**src/design/phc_pkg.sv**
```systemverilog
`default_nettype none
package phc_pkg;

  // field widths
  localparam int VoltW  = 24;
  localparam int TempW  = 15;
  localparam int PhW    = 14;
  localparam int StW    = 2;
  localparam int CalVW  = 22;
  localparam int CalPW  = 14;

  // datapath widths
  localparam int DW    = 30;  // 3*sum(p^2) - sum(p)^2, never negative
  localparam int NW    = 39;  // 3*sum(pv) - sum(p)*sum(v), signed
  localparam int SpW   = 16;
  localparam int SvW   = 24;
  localparam int KW    = 16;  // absolute temperature in centi-kelvin
  localparam int XW    = 26;  // 3*V - sum(v), signed
  localparam int NumW  = 57;  // numerator, signed
  localparam int AW    = 56;  // numerator magnitude
  localparam int DenW  = 40;  // 3*|N|
  localparam int DivXW = 72;  // dividend |num| * calK
  localparam int DivYW = 56;  // divisor 3*|N| * tempK

  localparam logic [KW-1:0]    KELVIN_CC   = 16'd27315;
  localparam logic [CalVW-1:0] VOLT_MAX_UV = 22'd2500000;
  localparam logic [PhW-1:0]   PH_MAX      = 14'd14000;

  // status codes
  localparam logic [StW-1:0] ST_OK    = 2'd0;
  localparam logic [StW-1:0] ST_RANGE = 2'd1;
  localparam logic [StW-1:0] ST_DEGEN = 2'd2;

  // register indexes
  localparam logic [2:0] REG_VOLT_1   = 3'd0;
  localparam logic [2:0] REG_PH_1     = 3'd1;
  localparam logic [2:0] REG_VOLT_2   = 3'd2;
  localparam logic [2:0] REG_PH_2     = 3'd3;
  localparam logic [2:0] REG_VOLT_3   = 3'd4;
  localparam logic [2:0] REG_PH_3     = 3'd5;
  localparam logic [2:0] REG_CAL_TEMP = 3'd6;

  // fitted line, shared by every sample
  typedef struct packed {
    logic        [DW-1:0]  d;
    logic signed [NW-1:0]  n;
    logic        [SpW-1:0] sp;
    logic        [SvW-1:0] sv;
    logic        [KW-1:0]  ck;
  } phc_fit_t;

  // per-sample exception flags
  typedef struct packed {
    logic oor;
    logic degen;
    logic zero;
  } phc_flags_t;

endpackage
`default_nettype wire

```
**src/design/phc_div.sv**
```systemverilog
`default_nettype none
module phc_div (
  input  wire logic                      clk,
  input  wire logic                      rst_n,
  input  wire logic                      in_valid,
  output logic                           in_ready,
  input  wire logic [phc_pkg::DivXW-1:0] x_in,
  input  wire logic [phc_pkg::DivYW-1:0] y_in,
  input  wire phc_pkg::phc_flags_t       flags_in,
  output logic                           out_valid,
  input  wire logic                      out_ready,
  output logic [phc_pkg::PhW-1:0]        ph_milli,
  output logic [phc_pkg::StW-1:0]        status
);

  localparam int NS = phc_pkg::PhW;

  logic [phc_pkg::DivXW-1:0] rem_r [0:NS];
  logic [phc_pkg::DivYW-1:0] y_r   [0:NS];
  logic [NS-1:0]             q_r   [0:NS];
  phc_pkg::phc_flags_t       fl_r  [0:NS];
  logic                      ovf_r [0:NS];
  logic                      v_r   [0:NS];
  logic                      adv   [0:NS+1];
  logic                      vo_r;

  assign adv[NS+1] = !vo_r || out_ready;
  assign in_ready  = adv[0];

  // stage 0: quotient overflow test against divisor * 2^14
  always_ff @(posedge clk) begin
    if (!rst_n) begin
      v_r[0] <= 1'b0;
    end else if (adv[0]) begin
      v_r[0] <= in_valid;
    end
  end

  always_ff @(posedge clk) begin
    if (adv[0]) begin
      rem_r[0] <= x_in;
      y_r[0]   <= y_in;
      q_r[0]   <= '0;
      fl_r[0]  <= flags_in;
      ovf_r[0] <= x_in >= {2'b0, y_in, 14'b0};
    end
  end

  assign adv[0] = !v_r[0] || adv[1];

  // restoring division, one quotient bit per stage
  for (genvar i = 0; i < NS; i++) begin : g_bit
    localparam int K = NS - 1 - i;
    logic [phc_pkg::DivXW-1:0] ys;
    logic                      ge;

    assign ys         = {16'b0, y_r[i]} << K;
    assign ge         = rem_r[i] >= ys;
    assign adv[i + 1] = !v_r[i + 1] || adv[i + 2];

    always_ff @(posedge clk) begin
      if (!rst_n) begin
        v_r[i + 1] <= 1'b0;
      end else if (adv[i + 1]) begin
        v_r[i + 1] <= v_r[i];
      end
    end

    always_ff @(posedge clk) begin
      if (adv[i + 1]) begin
        rem_r[i + 1] <= ge ? (rem_r[i] - ys) : rem_r[i];
        q_r[i + 1]   <= q_r[i] | ({{(NS-1){1'b0}}, ge} << K);
        y_r[i + 1]   <= y_r[i];
        fl_r[i + 1]  <= fl_r[i];
        ovf_r[i + 1] <= ovf_r[i];
      end
    end
  end

  // output register: exceptions, clamp
  logic [phc_pkg::PhW-1:0] ph_nxt;
  logic [phc_pkg::StW-1:0] st_nxt;
  logic [phc_pkg::PhW-1:0] ph_r;
  logic [phc_pkg::StW-1:0] st_r;

  always_comb begin
    priority if (fl_r[NS].oor) begin
      ph_nxt = '0;
      st_nxt = phc_pkg::ST_RANGE;
    end else if (fl_r[NS].degen) begin
      ph_nxt = '0;
      st_nxt = phc_pkg::ST_DEGEN;
    end else if (fl_r[NS].zero) begin
      ph_nxt = '0;
      st_nxt = phc_pkg::ST_OK;
    end else if (ovf_r[NS] || (q_r[NS] > phc_pkg::PH_MAX)) begin
      ph_nxt = phc_pkg::PH_MAX;
      st_nxt = phc_pkg::ST_OK;
    end else begin
      ph_nxt = q_r[NS];
      st_nxt = phc_pkg::ST_OK;
    end
  end

  always_ff @(posedge clk) begin
    if (!rst_n) begin
      vo_r <= 1'b0;
    end else if (adv[NS+1]) begin
      vo_r <= v_r[NS];
    end
  end

  always_ff @(posedge clk) begin
    if (adv[NS+1]) begin
      ph_r <= ph_nxt;
      st_r <= st_nxt;
    end
  end

  assign out_valid = vo_r;
  assign ph_milli  = ph_r;
  assign status    = st_r;

endmodule
`default_nettype wire

```
**config.mk**
```make
export PLATFORM = sky130hd
export DESIGN_NAME = phc_div
export DESIGN_NICKNAME = d
export VERILOG_FILES = /design/src/design/phc_pkg.sv /design/src/design/phc_div.sv
export SDC_FILE = /design/constraint.sdc
export NUM_CORES = 2
export LEC_CHECK = 0
export BUFFER_PORTS_ARGS = -buffer_cell sky130_fd_sc_hd__buf_2
export CAP_MARGIN = 25
export CORE_MARGIN = 3
export CORE_UTILIZATION = 59
export CTS_CLUSTER_SIZE = 25
export DETAILED_ROUTE_END_ITERATION = 10
export GPL_TIMING_DRIVEN = 0
export PLACE_DENSITY = 0.75
export SETUP_SLACK_MARGIN = 0.4
export SLEW_MARGIN = 10
export SYNTH_ARGS = -nofsm -noshare
export SYNTH_HDL_FRONTEND = slang
export SYNTH_SLANG_ARGS = --single-unit
```
**constraint.sdc**
```tcl
create_clock -name clk -period 18.1 [get_ports clk]
set_input_delay 0.905 -clock clk [delete_from_list [all_inputs] [get_ports clk]]
set_output_delay 0.905 -clock clk [all_outputs]
set_load 0.02 [all_outputs]
```
==> Word level (Yosys, flattened, before mapping) <==
Memories as Yosys holds them, arrays and structs flattened.
Index checks and enable logic that the tools add are counted.
{ "word_totals": {"regBits": 17, "ram_bits": 2205, "wordCells": 196, "mem_count": 6} }
{ "mem_list": {"columns": ["name", "words", "word_bits", "read_ports", "rd_clocked_by_memory_dff", "wr", "line", "rtl"], "rows": [
  ["rem_r", 15, 72, 14, 0, 15, "phc_div.sv:18", "logic [phc_pkg::DivXW-1:0] rem_r [0:NS];"],
  ["y_r", 15, 56, 14, 0, 15, "phc_div.sv:19", "logic [phc_pkg::DivYW-1:0] y_r [0:NS];"],
  ["q_r", 15, 14, 15, 0, 15, "phc_div.sv:20", "logic [NS-1:0] q_r [0:NS];"],
  ["fl_r", 15, 3, 15, 0, 15, "phc_div.sv:21", "phc_pkg::phc_flags_t fl_r [0:NS];"],
  ["ovf_r", 15, 1, 15, 0, 15, "phc_div.sv:22", "logic ovf_r [0:NS];"],
  ["v_r", 15, 1, 15, 0, 15, "phc_div.sv:23", "logic v_r [0:NS];"]
]} }
{ "classes": {"n_addsub": 14, "n_lt_le_gt_ge": 16, "n_mux": 92, "n_bitwise": 29, "reduce_logical": 35} }
{ "ops": {"columns": ["cell", "n"], "rows": [
  ["$mux W72", 14],
  ["$mux W1", 76],
  ["$ge A72 B56 Y1", 1],
  ["$ge A72 B57 Y1", 1],
  ["$ge A72 B58 Y1", 1],
  ["$ge A72 B59 Y1", 1],
  ["$ge A72 B60 Y1", 1],
  ["$ge A72 B61 Y1", 1],
  ["$ge A72 B62 Y1", 1],
  ["$ge A72 B63 Y1", 1],
  ["$ge A72 B64 Y1", 1],
  ["$ge A72 B65 Y1", 1],
  ["$ge A72 B66 Y1", 1],
  ["$ge A72 B67 Y1", 1],
  ["$ge A72 B68 Y1", 1],
  ["$ge A72 B69 Y1", 1],
  ["$ge A72 B70 Y1", 1],
  ["$sub A72 B56 Y72", 1],
  ["$sub A72 B57 Y72", 1],
  ["$sub A72 B58 Y72", 1],
  ["$sub A72 B59 Y72", 1],
  ["$sub A72 B60 Y72", 1],
  ["$sub A72 B61 Y72", 1],
  ["$sub A72 B62 Y72", 1],
  ["29 further kinds", 74]
]} }

==> Logic depth before layout (Yosys ltp) <==
{ "logic_depth": {"word_depth": 21, "depth_mapped": 17} }

==> Worst setup path after synthesis <==
Ideal clock, no wire load.
{ "synth_path": {"kind": "input to register", "from": "input port out_ready", "to": "memory v_r[0][0] (data pin)", "setup_ns": 0.295, "t_arrival_ns": 11.101, "t_required_ns": 17.805, "slack_ns": 6.703, "stages": 11, "path_buffers": 1, "cell_sequence": "nor2b_1 -> inv_1 -> nor2_1 -> and2_1 -> and3_1 -> and2_1 -> clkbuf_1 -> nand2_1 -> nor2_1 -> nand4_1 -> and3_1"} }
{ "synth_rtl": {"columns": ["element", "line", "rtl"], "rows": [
  ["start, declared", "phc_div.sv:11", "input wire logic out_ready,"],
  ["end, declared", "phc_div.sv:23", null]
]} }

==> impl_results.md <==
* Power Density at about 170 nW/um^2
* Total power at approximately 22 mW
* Crit end category: primary output
* Clk sinks at 1989
* Synthesized Nets at 12318
* Antenna Nets Post-Route at 0
* Grt total ovfl at 0
* Worst-Margin Slew at ~1.2 ns
* Final worst-path cycle share at ~44%
* Clk Latency, worst-skew pair at 0.89 ns
* Post-CTS setup buffers at 0
* Gr usage total at about 33%
* RSZ-0062 raised after global routing: no
* Worst EP arrival at ~7.0 ns
* MaxCap Viol Count at 0
* Unique masters post-synth at 100
* First-pass GRT wire length at a little over 500 mm
* # DRC at 0
* Core footprint at roughly 200000 um^2
* Slew Viols, Final at 0
* Final setup viols at 0
* Reg clk slew, reported paths at approximately 0.07 ns
* Area Growth Syn to Fin at 10.3%
* Cts hold-fix bufs at 0
* Class of the worst hold path: input pin to flip-flop
* Die Width at about 450 um
* Rel. slew slack at about 18%
* Root buf cell: clkbuf_16
* Post-Layout Cell Count at ~15000
* Vias in the first global route at about 89000
* Peak VDD IR at around 0.11 mV
* Starting DRT DRC Count at a little over 8000
* F_max at between 0.1 and 0.15 GHz
* Area of the multi-input gates at 52500 um^2
* IO buf count at 152
* Outcome: finished clean
* Setup TNS at 0 ns
* EDFF count, synth at approximately 2000
* Sequential element share of the synthesized area at a little over 50%
* Final min period at 7.88 ns
* CTS resizes at 0
* Required time of the critical path at between 15 and 20 ns
* Syn Area/Cell at ~10 um^2
* Initial DRT Pass Iterations at 9
* Clock Skew at approximately 0.047 ns
* Final hold slack at between 0.2 and 0.25 ns
* Crit Path Category: flip-flop to primary output
* Final net count at ~13000
* GPL Wtd Cong at roughly 1.1
* CTS Buf Count at around 210
* Vias per cell at roughly 6
* Flops & latches, synth at ~2000
* Ratio of cells with drive above 1 in the final layout at about 6.7%
* Syn. warnings at 0
* H-tree depth at 4
* FF/Latch Area at 59700 um^2
* Leakage power at ~54 nW
* Starting Density at slightly below 60%
* Chip height at between 400 and 500 um
* Synth Flop Type: edfxtp_1
* DPL Wire Length at ~270 mm
* Largest net degree at the start of global routing at 102
* CP Launch Type: flip-flop
* Async S/R FF share, synth at 0%
* Syn Inst Count at between 10000 and 15000
* Initial antenna violation count at 20
* Routed len/inst at 23.6 um
* Vias at 89003
* Filler cell count at approximately 15000
* Top Ports at approximately 150
* Final Hold Violating Endpoints at 0
* Total placed cells including tap cells at roughly 14000
* Clock Tree Buf Depth at 3
* Critical Path Fanout Max at 68
* Post-Route WL at 344 mm
* Layout Utilization at ~66%
* CTS tree: done
* Post-synthesis cell area at 118000 um^2
* Row cnt at approximately 160
* Total die area at 205000 um^2
-- metal layers --
metal  part of all wire, %  GRT usage (%)
met4                    11           29.2
met3                   4.8           3.95
met2                    51           60.1
met1                    34           33.2
met5                 0.014              0
-- path summary, 6_finish.rpt --
kind / from / endpoint / slack, ns / cells after the start
max: out_valid$_SDFFE_PN0P_ / in_ready / 10.22 / 20
min: y_in[2] / y_r[0][2]$_DFFE_PP_ / 0.21 / 1
max reg2reg: rem_r[0][382]$_DFFE_PP_ / rem_r[0][476]$_DFFE_PP_ / 11.38 / 14
min reg2reg: q_r[12][10]$_DFFE_PP_ / q_r[13][10]$_DFFE_PP_ / 0.42 / 0
-- flip-flops by register name, indices dropped and copies added (netlist names) --
name,cells
fl_r,45
rem_r,1008
out_valid,1
v_r,15
y_r,784
ovf_r,15
q_r,105
status,2
ph_milli,14
-- worst max-delay path: stages (launching register included) --
cell      delay, ns
dfxtp_1        0.32
nor2b_1        0.34
inv_1          0.42
nor2_1         0.48
and2_1         0.44
and3_1         0.35
and2_1         0.17
clkbuf_1       0.44
nand2_4        0.14
buf_16         0.23
nor2_1         0.61
nand4_1        0.38
buf_6          0.28
buf_6          0.18
buf_6          0.18
buf_6          0.17
buf_6          0.18
buf_6          0.18
buf_6          0.18
buf_6          0.18
buf_2          0.17
-- through the flow --
stage          instance area [um^2]  setup slack [ns]
2_1_floorplan                118000              6.70
3_3_place_gp                 122000              3.81
3_5_place_dp                 123000             10.57
4_1_cts                      130000             10.12
5_1_grt                      130000              9.80
6_report                     130000             10.22
-- synthesized netlist by cell type (17+ instances only) --
cell type	n	area, um^2
edfxtp_1	1987	59700
a21oi_1	1191	5960
inv_1	1048	3930
nand2_1	878	3300
ha_1	840	10500
nor2_1	790	2970
o21ai_0	726	3630
xnor2_1	470	4120
a21o_1	449	3370
clkbuf_1	367	1380
xor2_1	318	2790
nand4_1	242	1510
nand3_1	183	916
nor2b_1	138	863
nor3_1	137	686
o21bai_1	126	946
nand2b_1	117	732
o21a_1	103	773
mux2_2	99	1110
and3_1	97	607
a31oi_1	94	588
nor4_1	82	513
o31ai_1	58	435
and2_1	57	357
a211oi_1	55	413
or3_1	49	307
o211ai_1	47	353
buf_2	42	210
or2_2	33	206
a21boi_0	30	225
o31a_1	24	210
a2111oi_0	23	201
buf_1	23	86.3
a211o_1	22	193
a221oi_1	22	193
a31o_2	22	193
and4_1	22	193
or4_1	22	165
o221ai_1	17	149
-- layout make-up --
class | count | area share [%]
Clock buffer | 256 | 4.20
Tap cell | 2640 | 2.54
Sequential cell | 1989 | 46.0
Timing Repair Buffer | 227 | 1.39
Multi-Input combinational cell | 7858 | 40.4
Inverter | 1050 | 3.06
Clock inverter | 131 | 1.05
Buffer | 433 | 1.29
Antenna cell | 20 | 0.0385
-- power by group --
| group | switching (mW) | internal (mW) |
|---|---|---|
| logic | 6.37 | 4.07 |
| clock network | 1.83 | 2.41 |
| registers | 0.805 | 6.80 |
-- kinds of logic after synthesis --
logic type | Yosys count | synth area share [%]
AOI/OAI and AO/OA | 3192 | 16.6
xor gates and xnor gates | 788 | 5.86
adders and majority gates | 853 | 9.15
buffers and inverters | 1483 | 4.78
DFF | 1989 | 50.7
muxes | 103 | 0.981
and+or+nand+nor | 2922 | 11.9
-- placed cells by master, fill, tap and decap left out, types with 26 or more instances in the layout --
cell type	count
nor2_1	790
xnor2_1	466
nand2b_1	117
nor4_1	78
a31oi_1	94
buf_2	202
ha_1	840
nor2b_1	138
clkinv_1	46
o21ai_0	726
o21a_1	103
xor2_1	318
and2_1	57
clkinv_2	33
o211ai_1	47
nand3_1	181
or3_1	49
mux2_2	99
clkbuf_16	209
a21oi_1	1190
o21bai_1	126
edfxtp_1	1987
a21o_1	449
nand4_1	242
a21boi_0	30
nor3_1	135
nand2_1	874
and3_1	97
buf_6	26
or2_2	33
o31ai_1	58
a211oi_1	55
clkbuf_1	409
inv_1	1042
Note: power is estimated with default switching activity, not from simulation.
